File: src/design/csdc_pkg.sv
`timescale 1ns / 1ps
`default_nettype none

package csdc_pkg;

	localparam int unsigned XTAL_W  = 27;
	localparam int unsigned HZ_W    = 32;
	localparam int unsigned FREQ_W  = 28;
	localparam int unsigned DIVN_W  = 11;
	localparam int unsigned CODE_W  = 3;
	localparam int unsigned FPLL_W  = FREQ_W + DIVN_W;
	localparam int unsigned MULT_W  = 18;
	localparam int unsigned NUM_W   = 20;

	// serial divider sizing
	localparam int unsigned DVD_W   = 49;
	localparam int unsigned DSR_W   = 28;
	localparam int unsigned CNT_W   = 6;
	localparam int unsigned SHORT_W = 30;

	localparam logic [XTAL_W-1:0] XTAL_RESET = XTAL_W'(25000000);
	localparam logic [HZ_W-1:0]   HZ_MIN     = HZ_W'(8000);
	localparam logic [HZ_W-1:0]   HZ_MAX     = HZ_W'(150000000);
	localparam logic [FREQ_W-1:0] F_LOW      = FREQ_W'(500000);
	localparam logic [CODE_W-1:0] CODE_MAX   = CODE_W'(7);
	localparam logic [SHORT_W-1:0] VCO_NOM   = SHORT_W'(800000000);
	localparam logic [SHORT_W-1:0] VCO_MIN   = SHORT_W'(600000000);
	localparam logic [FPLL_W-1:0] VCO_MIN_W  = FPLL_W'(600000000);
	localparam logic [FPLL_W-1:0] VCO_MAX_W  = FPLL_W'(900000000);
	localparam logic [DIVN_W-1:0] MS_MIN     = DIVN_W'(8);
	localparam logic [DIVN_W-1:0] MS_MAX     = DIVN_W'(900);
	localparam logic [MULT_W-1:0] MULT_MAX   = MULT_W'(262143);
	localparam logic [NUM_W-1:0]  DENOM      = NUM_W'(1048575);
	localparam logic [1:0]        CHAN_B     = 2'd2;
	localparam logic [1:0]        CHAN_MAX   = 2'd2;

	typedef struct packed {
		logic             start;
		logic [CNT_W-1:0] nbits;
		logic [DVD_W-1:0] dividend;  // left aligned
		logic [DSR_W-1:0] divisor;
	} div_req_t;

	typedef struct packed {
		logic             done;
		logic [DVD_W-1:0] quot;
		logic [DSR_W-1:0] rem;
	} div_rsp_t;

endpackage

`default_nettype wire

File: src/design/clock_synth_divider_calc_unit.sv
`timescale 1ns / 1ps
`default_nettype none

// Divider settings calculator for a fractional-N clock synthesizer.
// Input stream (s_*): one item per request; s_tuser[1:0] = output channel,
// s_tdata[31:0] = target frequency in Hz. Result stream (m_*): one item per
// request; m_tuser[0] = status (1 = bad channel or frequency, all other
// fields zero), m_tuser[1] = PLL B select; m_tdata carries multiplier,
// numerator, denominator (fixed 1048575), multisynth divider and R code.
// Config channel (cfg_*): crystal frequency in Hz, always ready; write it
// only while no request is in flight. Reset value is 25 MHz.
// A good request uses one shared restoring divider (one quotient bit per
// cycle) that runs three or four divisions of 30, 30, 39 and 49 bits, after
// the R scaling step. A zero crystal skips the last two divisions. A bad
// request goes from idle straight to the final state. One item at a time:
// s_tready is high only while idle, so the next request is taken only
// after the result goes valid. The result sits in an output register;
// the next request is taken while it waits. If the receiver stalls, the
// finished settings wait in the final state until the register frees up.
// Async reset drops m_tvalid, returns to idle and restores the crystal.
module clock_synth_divider_calc_unit (
	input  wire         clk,
	input  wire         arst_n,
	input  wire         s_tvalid,
	output logic        s_tready,
	input  wire  [31:0] s_tdata,   // [31:0] target_hz
	input  wire  [1:0]  s_tuser,   // [1:0] channel
	output logic        m_tvalid,
	input  wire         m_tready,
	output logic [71:0] m_tdata,   // [17:0] pll_mult, [37:18] pll_num,
	                               // [57:38] pll_denom, [68:58] ms_div,
	                               // [71:69] r_div_code
	output logic [1:0]  m_tuser,   // [0] status, [1] pll_b_select
	input  wire         cfg_valid,
	output logic        cfg_ready,
	input  wire  [26:0] cfg_data   // crystal_freq
);

	typedef enum logic [3:0] {
		ST_IDLE, ST_SCALE, ST_DIV1, ST_WAIT1, ST_MUL1, ST_CHK, ST_DIV2,
		ST_WAIT2, ST_MUL2, ST_DIV3, ST_WAIT3, ST_DIV4, ST_WAIT4, ST_OUT
	} state_t;

	state_t                          state_q;
	logic [csdc_pkg::XTAL_W-1:0]     xtal_q;
	logic                            bad_q;
	logic                            pllb_q;
	logic [csdc_pkg::FREQ_W-1:0]     f_q;
	logic [csdc_pkg::CODE_W-1:0]     code_q;
	logic [csdc_pkg::DIVN_W-1:0]     msdiv_q;
	logic [csdc_pkg::FPLL_W-1:0]     fpll_q;
	logic [csdc_pkg::MULT_W-1:0]     mult_q;
	logic [csdc_pkg::NUM_W-1:0]      num_q;
	logic [csdc_pkg::XTAL_W-1:0]     xrem_q;

	logic                            in_bad;
	logic [csdc_pkg::FPLL_W-1:0]     prod;
	logic [csdc_pkg::DVD_W-1:0]      num_dvd;
	csdc_pkg::div_req_t              dreq;
	csdc_pkg::div_rsp_t              drsp;

	assign cfg_ready = 1'b1;
	assign s_tready  = (state_q == ST_IDLE);

	assign in_bad = (s_tuser > csdc_pkg::CHAN_MAX) || (s_tdata < csdc_pkg::HZ_MIN)
		|| (s_tdata > csdc_pkg::HZ_MAX);

	// the one multiplier: f * div, registered into fpll_q
	assign prod = csdc_pkg::FPLL_W'(f_q) * csdc_pkg::FPLL_W'(msdiv_q);

	// rem * 2 * 1048575 + xtal, rounding numerator for the last division
	assign num_dvd = csdc_pkg::DVD_W'({xrem_q, 21'b0})
		- csdc_pkg::DVD_W'({xrem_q, 1'b0}) + csdc_pkg::DVD_W'(xtal_q);

	always_comb begin
		dreq.start    = 1'b0;
		dreq.nbits    = csdc_pkg::CNT_W'(csdc_pkg::SHORT_W);
		dreq.dividend = {csdc_pkg::VCO_NOM, (csdc_pkg::DVD_W - csdc_pkg::SHORT_W)'(0)};
		dreq.divisor  = f_q;
		unique case (state_q)
			ST_DIV1: begin
				dreq.start = 1'b1;
			end
			ST_DIV2: begin
				// ceil(600 MHz / f)
				dreq.start    = 1'b1;
				dreq.dividend = {csdc_pkg::VCO_MIN + csdc_pkg::SHORT_W'(f_q) - 1'b1,
					(csdc_pkg::DVD_W - csdc_pkg::SHORT_W)'(0)};
			end
			ST_DIV3: begin
				// full VCO width: f * 900 can reach 135 GHz
				dreq.start    = (xtal_q != '0);
				dreq.nbits    = csdc_pkg::CNT_W'(csdc_pkg::FPLL_W);
				dreq.dividend = {fpll_q, (csdc_pkg::DVD_W - csdc_pkg::FPLL_W)'(0)};
				dreq.divisor  = csdc_pkg::DSR_W'(xtal_q);
			end
			ST_DIV4: begin
				dreq.start    = 1'b1;
				dreq.nbits    = csdc_pkg::CNT_W'(csdc_pkg::DVD_W);
				dreq.dividend = num_dvd;
				dreq.divisor  = {xtal_q, 1'b0};
			end
			default: begin
			end
		endcase
	end

	csdc_div u_div (
		.clk    (clk),
		.arst_n (arst_n),
		.req    (dreq),
		.rsp    (drsp)
	);

	always_ff @(posedge clk or negedge arst_n) begin
		if (!arst_n) begin
			xtal_q <= csdc_pkg::XTAL_RESET;
		end else if (cfg_valid && cfg_ready) begin
			xtal_q <= cfg_data;
		end
	end

	always_ff @(posedge clk or negedge arst_n) begin
		if (!arst_n) begin
			state_q  <= ST_IDLE;
			m_tvalid <= 1'b0;
		end else begin
			if (state_q == ST_OUT && (!m_tvalid || m_tready)) begin
				m_tvalid <= 1'b1;
			end else if (m_tready) begin
				m_tvalid <= 1'b0;
			end
			unique case (state_q)
				ST_IDLE: begin
					if (s_tvalid) begin
						state_q <= in_bad ? ST_OUT : ST_SCALE;
					end
				end
				ST_SCALE: begin
					if (!(f_q < csdc_pkg::F_LOW && code_q != csdc_pkg::CODE_MAX)) begin
						state_q <= ST_DIV1;
					end
				end
				ST_DIV1:  state_q <= ST_WAIT1;
				ST_WAIT1: if (drsp.done) state_q <= ST_MUL1;
				ST_MUL1:  state_q <= ST_CHK;
				ST_CHK: begin
					if (fpll_q < csdc_pkg::VCO_MIN_W) begin
						state_q <= ST_DIV2;
					end else if (fpll_q > csdc_pkg::VCO_MAX_W) begin
						state_q <= ST_MUL2;
					end else begin
						state_q <= ST_DIV3;
					end
				end
				ST_DIV2:  state_q <= ST_WAIT2;
				ST_WAIT2: if (drsp.done) state_q <= ST_MUL2;
				ST_MUL2:  state_q <= ST_DIV3;
				ST_DIV3:  state_q <= (xtal_q == '0) ? ST_OUT : ST_WAIT3;
				ST_WAIT3: if (drsp.done) state_q <= ST_DIV4;
				ST_DIV4:  state_q <= ST_WAIT4;
				ST_WAIT4: if (drsp.done) state_q <= ST_OUT;
				ST_OUT: begin
					if (!m_tvalid || m_tready) begin
						state_q <= ST_IDLE;
					end
				end
				default: state_q <= ST_IDLE;
			endcase
		end
	end

	// datapath registers
	always_ff @(posedge clk) begin
		unique case (state_q)
			ST_IDLE: begin
				if (s_tvalid) begin
					bad_q  <= in_bad;
					pllb_q <= (s_tuser == csdc_pkg::CHAN_B);
					f_q    <= s_tdata[csdc_pkg::FREQ_W-1:0];
					code_q <= '0;
				end
			end
			ST_SCALE: begin
				if (f_q < csdc_pkg::F_LOW && code_q != csdc_pkg::CODE_MAX) begin
					f_q    <= {f_q[csdc_pkg::FREQ_W-2:0], 1'b0};
					code_q <= code_q + 1'b1;
				end
			end
			ST_WAIT1: begin
				// clamp to 8..900
				if (drsp.quot[csdc_pkg::DVD_W-1:csdc_pkg::DIVN_W] != '0
					|| drsp.quot[csdc_pkg::DIVN_W-1:0] > csdc_pkg::MS_MAX) begin
					msdiv_q <= csdc_pkg::MS_MAX;
				end else if (drsp.quot[csdc_pkg::DIVN_W-1:0] < csdc_pkg::MS_MIN) begin
					msdiv_q <= csdc_pkg::MS_MIN;
				end else begin
					msdiv_q <= drsp.quot[csdc_pkg::DIVN_W-1:0];
				end
			end
			ST_MUL1, ST_MUL2: fpll_q <= prod;
			ST_CHK: begin
				if (!(fpll_q < csdc_pkg::VCO_MIN_W) && fpll_q > csdc_pkg::VCO_MAX_W) begin
					msdiv_q <= csdc_pkg::MS_MAX;
				end
			end
			ST_WAIT2: msdiv_q <= drsp.quot[csdc_pkg::DIVN_W-1:0];
			ST_DIV3: begin
				if (xtal_q == '0) begin
					mult_q <= csdc_pkg::MULT_MAX;
					num_q  <= '0;
				end
			end
			ST_WAIT3: begin
				if (drsp.quot[csdc_pkg::DVD_W-1:csdc_pkg::MULT_W] != '0) begin
					mult_q <= csdc_pkg::MULT_MAX;
				end else begin
					mult_q <= drsp.quot[csdc_pkg::MULT_W-1:0];
				end
				xrem_q <= drsp.rem[csdc_pkg::XTAL_W-1:0];
			end
			ST_WAIT4: num_q <= drsp.quot[csdc_pkg::NUM_W-1:0];
			ST_OUT: begin
				if (!m_tvalid || m_tready) begin
					if (bad_q) begin
						m_tuser <= 2'b01;
						m_tdata <= '0;
					end else begin
						m_tuser <= {pllb_q, 1'b0};
						m_tdata <= {code_q, msdiv_q, csdc_pkg::DENOM, num_q, mult_q};
					end
				end
			end
			default: begin
			end
		endcase
	end

endmodule

`default_nettype wire

File: src/design/csdc_div.sv
`timescale 1ns / 1ps
`default_nettype none

// restoring divider, one quotient bit per cycle
module csdc_div (
	input  wire                clk,
	input  wire                arst_n,
	input  csdc_pkg::div_req_t req,
	output csdc_pkg::div_rsp_t rsp
);

	logic                           busy_q;
	logic                           done_q;
	logic [csdc_pkg::CNT_W-1:0]     cnt_q;
	logic [csdc_pkg::DVD_W-1:0]     dvd_q;
	logic [csdc_pkg::DVD_W-1:0]     quot_q;
	logic [csdc_pkg::DSR_W-1:0]     rem_q;
	logic [csdc_pkg::DSR_W-1:0]     dsr_q;
	logic [csdc_pkg::DSR_W:0]       trial;
	logic [csdc_pkg::DSR_W:0]       diff;

	assign trial = {rem_q, dvd_q[csdc_pkg::DVD_W-1]};
	assign diff  = trial - {1'b0, dsr_q};

	always_ff @(posedge clk or negedge arst_n) begin
		if (!arst_n) begin
			busy_q <= 1'b0;
			done_q <= 1'b0;
			cnt_q  <= '0;
		end else begin
			done_q <= 1'b0;
			if (req.start) begin
				busy_q <= 1'b1;
				cnt_q  <= req.nbits;
			end else if (busy_q) begin
				cnt_q <= cnt_q - 1'b1;
				if (cnt_q == csdc_pkg::CNT_W'(1)) begin
					busy_q <= 1'b0;
					done_q <= 1'b1;
				end
			end
		end
	end

	always_ff @(posedge clk) begin
		if (req.start) begin
			dvd_q  <= req.dividend;
			dsr_q  <= req.divisor;
			rem_q  <= '0;
			quot_q <= '0;
		end else if (busy_q) begin
			dvd_q <= {dvd_q[csdc_pkg::DVD_W-2:0], 1'b0};
			if (!diff[csdc_pkg::DSR_W]) begin
				rem_q  <= diff[csdc_pkg::DSR_W-1:0];
				quot_q <= {quot_q[csdc_pkg::DVD_W-2:0], 1'b1};
			end else begin
				rem_q  <= trial[csdc_pkg::DSR_W-1:0];
				quot_q <= {quot_q[csdc_pkg::DVD_W-2:0], 1'b0};
			end
		end
	end

	assign rsp.done = done_q;
	assign rsp.quot = quot_q;
	assign rsp.rem  = rem_q;

endmodule

`default_nettype wire

File: config.mk
export PLATFORM = sky130hd
export DESIGN_NAME = clock_synth_divider_calc_unit
export DESIGN_NICKNAME = d
export VERILOG_FILES = /design/src/design/csdc_pkg.sv /design/src/design/clock_synth_divider_calc_unit.sv /design/src/design/csdc_div.sv
export SDC_FILE = /design/constraint.sdc
export NUM_CORES = 2
export LEC_CHECK = 0
export BUFFER_PORTS_ARGS = -buffer_cell sky130_fd_sc_hd__buf_2
export CORE_MARGIN = 2
export CORE_UTILIZATION = 55
export DETAILED_ROUTE_END_ITERATION = 6
export PLACE_DENSITY = 0.68
export SLEW_MARGIN = 5
export SYNTH_ARGS = -nofsm -noshare
export SYNTH_HDL_FRONTEND = slang
export SYNTH_HIERARCHICAL = 1
export SYNTH_SLANG_ARGS = --single-unit
File: constraint.sdc
create_clock -name clk -period 7.2 [get_ports clk]
set_input_delay 1.44 -clock clk [delete_from_list [all_inputs] [get_ports clk]]
set_output_delay 1.44 -clock clk [all_outputs]
set_load 0.01 [all_outputs]
==> flow_metrics.py <==
metrics = {
    "status": {
        "run_status": "complete, no violations",
    },
    "global_routing": {
        "vias_in_the_first_global_route": 24100,
        "globalRouteTotalUtil": 0.296,
        "grt_overflow_total": 0,
        "first_pass_grt_wire_length_um": 137000,
        "grt_max_degree": 173,
        "antenna_violations_before_repair": 3,
    },
    "sta": {
        "fin_crit_sh": 0.918,
        "final.min_clock_period_ps": 6610,
        "final_max_slew_viol_count": 0,
        "setup_viol": 0,
        "worst_margin_pin_slew_ps": 1210,
        "post_route_clock_skew_ps": 45.8,
        "maxSlewHeadroom": 0.194,
        "unrepaired_setup_endpoints_after_global_routing": "false",
        "timing.final.hold_violations": 0,
        "max_freq_mhz": 151,
        "total_negative_slack_ps": 0,
    },
    "worst_setup_path": {
        "crit-reg2reg-launch": "msdiv_q[7]$_DFFE_PP_",
        "critical_path.top_delay_family": "adder cells",
        "r2r_setup_slack_ps": 590,
        "reg2regPathDepth": 19,
        "worst_path_most_repeated_cell": "sky130_fd_sc_hd__fa_1",
        "critical_path.max_fanout": 29,
        "start_kind": "register",
        "worstSetupPathType": "register to register",
        "cp_num_buf_inv": 3,
        "worstPathArrival_ps": 6930,
        "worst_path_largest_cell_delay_ps": 1100,
        "regToRegEndpoint": "fpll_q[36]$_DFFE_PP_",
        "worstPathRequired_ps": 7520,
        "crit_chain": "nand2_1 > fa_1 > inv_1 > fa_1 > fa_1 > fa_1 > inv_1 > fa_1 > inv_1 > ha_1 > nand2_1 > o21ai_0 > a311oi_2 > o31ai_4 > nand4_1 > a31oi_1 > a221oi_2 > o31ai_2 > xor2_1",
        "setup.worst_path.end_class": "register",
        "master_of_the_slowest_instance_on_the_critical_path": "sky130_fd_sc_hd__edfxtp_1",
    },
    "logic_synthesis": {
        "ys_seq_area_frac": 0.345,
        "post_synth_net_total": 3686,
        "synth_area_sq_um": 31800,
        "syn-mean-instance-area_sq_um": 9.92,
        "netlist_instances": 3202,
        "number_of_enable_flip_flop_cells_after_synthesis": 280,
        "synth.yosys.warnings": 6,
        "synth_top_flop_cell": "sky130_fd_sc_hd__edfxtp_1",
        "synth_async_sr_flop_share": 0.101,
        "synth_cell_types": 106,
        "ys_ff_latch": 397,
    },
    "die": {
        "dieArea_sq_um": 59700,
        "start_util": 0.554,
        "pin_count": 143,
        "die-height_um": 244,
        "num_rows": 88,
        "die-width_um": 244,
        "floorplan.core_area_sq_um": 57400,
    },
    "route": {
        "detailroute.via_count": 24200,
        "drt_wl_total_um": 87400,
        "drc_errors": 0,
        "drt_first_pass_iters": 6,
        "ant_nets": 0,
        "detail_route.wl_per_cell_um": 21.6,
        "drt_iter0_drc": 1996,
        "routed_via_density": 6.00,
    },
    "worst_hold_path": {
        "hold-path-cell-count": 2,
        "hold_end": "u_div/quot_q[48]$_SDFFE_PP0P_",
        "min_path_type": "register to register",
        "worst_hold_startpoint": "u_div/quot_q[48]$_SDFFE_PP0P_",
    },
    "clock_network": {
        "cts.hold.buffers_added": 0,
        "tritoncts": "done",
        "cts.path.max_buffers": 3,
        "clkTransAtPathRegs_ps": 60,
        "ctsResizeCount": 0,
        "h-tree-depth": 2,
        "cts_buffers": 45,
        "clk-insertion-delay-late_ps": 600,
        "clkSinkCount": 397,
        "cts.root.buffer_cell": "sky130_fd_sc_hd__clkbuf_16",
        "post_cts.repair.setup_buffers": 0,
    },
    "flow_run": {
        "drv_cap": 0,
    },
    "layout": {
        "drive_gt1_frac": 0.135,
        "final_net_count": 3718,
        "antennaDiodeCount": 0,
        "layout-area-overhead-vs-synth_pct": 8.58,
        "mostFrequentLayoutCell": "sky130_fd_sc_hd__nand2_1",
        "leading_cell_types_in_the_layout_fill_and_taps_excluded": "sky130_fd_sc_hd__nand2_1, sky130_fd_sc_hd__inv_1, sky130_fd_sc_hd__edfxtp_1, sky130_fd_sc_hd__fa_1, sky130_fd_sc_hd__nor2_1",
        "final_core_utilization": 0.601,
    },
    "place": {
        "gp_routability_congestion": 0.974,
        "place.detailed.hpwl_um": 67100,
        "portBuffers": 141,
    },
}
synthesized netlist by cell type, drive strengths merged (10+ instances only):
library cell / count / area, sq um
dfrtp: 28 / 701
ha: 177 / 2210
a22oi: 24 / 185
a221oi: 12 / 130
a21o: 55 / 413
o21bai: 17 / 128
nor3: 31 / 176
edfxtp: 280 / 8410
or3: 22 / 138
o21ai: 110 / 569
nand2: 388 / 1460
o211ai: 14 / 110
nand2b: 19 / 121
o21a: 12 / 97.6
a311oi: 24 / 216
and3: 11 / 68.8
nand4: 31 / 194
nor4: 37 / 238
buf: 54 / 329
xor2: 51 / 447
o31ai: 11 / 111
clkbuf: 150 / 566
o31a: 10 / 87.6
or4: 10 / 86.3
mux2i: 59 / 591
nand3: 29 / 150
nor2b: 76 / 475
fa: 241 / 4820
dfxtp: 77 / 1540
a21oi: 129 / 679
a31oi: 21 / 131
mux2: 97 / 1090
and2: 153 / 957
a211oi: 19 / 158
dfstp: 12 / 315
inv: 337 / 1260
o221ai: 13 / 126
xnor2: 70 / 621
nor2: 193 / 724
how the worst max path moves through the flow:
stage                    startpoint                   end  slack (ps)  depth (start not counted)
6_report       msdiv_q[7]$_DFFE_PP_  fpll_q[36]$_DFFE_PP_         590                         19
5_1_grt        msdiv_q[7]$_DFFE_PP_  fpll_q[38]$_DFFE_PP_         230                         19
4_1_cts        msdiv_q[7]$_DFFE_PP_  fpll_q[36]$_DFFE_PP_         670                         19
3_5_place_dp   msdiv_q[7]$_DFFE_PP_  fpll_q[38]$_DFFE_PP_         700                         19
3_3_place_gp   msdiv_q[7]$_DFFE_PP_  fpll_q[38]$_DFFE_PP_         840                         19
2_1_floorplan  msdiv_q[4]$_DFFE_PP_  fpll_q[36]$_DFFE_PP_        1370                         21
flip-flops by register name (all words and copies together), names as in the netlist, 2 cells and up:
signal and count:
f_q 28, state_q 4, u_div/rem_q 28, m_tdata 53, u_div/dvd_q 49, msdiv_q 11
m_tuser 2, fpll_q 39, xtal_q 27, u_div/dsr_q 28, mult_q 18, u_div/quot_q 49
num_q 20, code_q 3, xrem_q 27, u_div/cnt_q 6
worst min-delay path: stages (launching register included):
cell,delay [ps]
sky130_fd_sc_hd__dfxtp_1,330
sky130_fd_sc_hd__mux2i_1,70
sky130_fd_sc_hd__nor2_1,70
routing by layer:
metal / global-route usage / wire length [um] / share of wire
met4: 0.0920 / 2520 / 0.029
met1: 0.419 / 37400 / 0.43
met5: 0 / 22 / 0.00025
met2: 0.461 / 39600 / 0.45
met3: 0.0575 / 7840 / 0.090
kinds of logic (layout without fill, tap and decap cells):
group	Yosys count	in the layout	synth area share
simple gates	1039	1039	0.161
buf+inv	541	609	0.0680
compound gates	529	529	0.117
fa+ha+maj	418	418	0.222
flops	397	397	0.345
mux	156	156	0.0530
xor+xnor	121	121	0.0336
other cells	1	1	0.000118
metrics by stage:
stage                     std cells  setup slack, ps  area [sq um]  hold WS (ps)
after global placement         3952              835         33000           482
after floorplan                3202             1370         31800           450
after global routing           4035              227         34500           521
after CTS                      4035              666         34500           502
after detailed placement       3952              698         33000           486
final                          4035              592         34500           499
area by class of cell:
cell class | count | area [sq um]
clock inverter | 22 | 211
clock buffer | 61 | 1310
timing repair buffer | 189 | 1080
multi-input combinational | 2264 | 18700
sequential | 397 | 11000
inverter | 337 | 1260
tap | 765 | 957
fill | 4846 | 22900
Power is left out: the tool's default activity adds up to more than one toggle a clock period on the data nets, which glitch-free logic cannot reach.
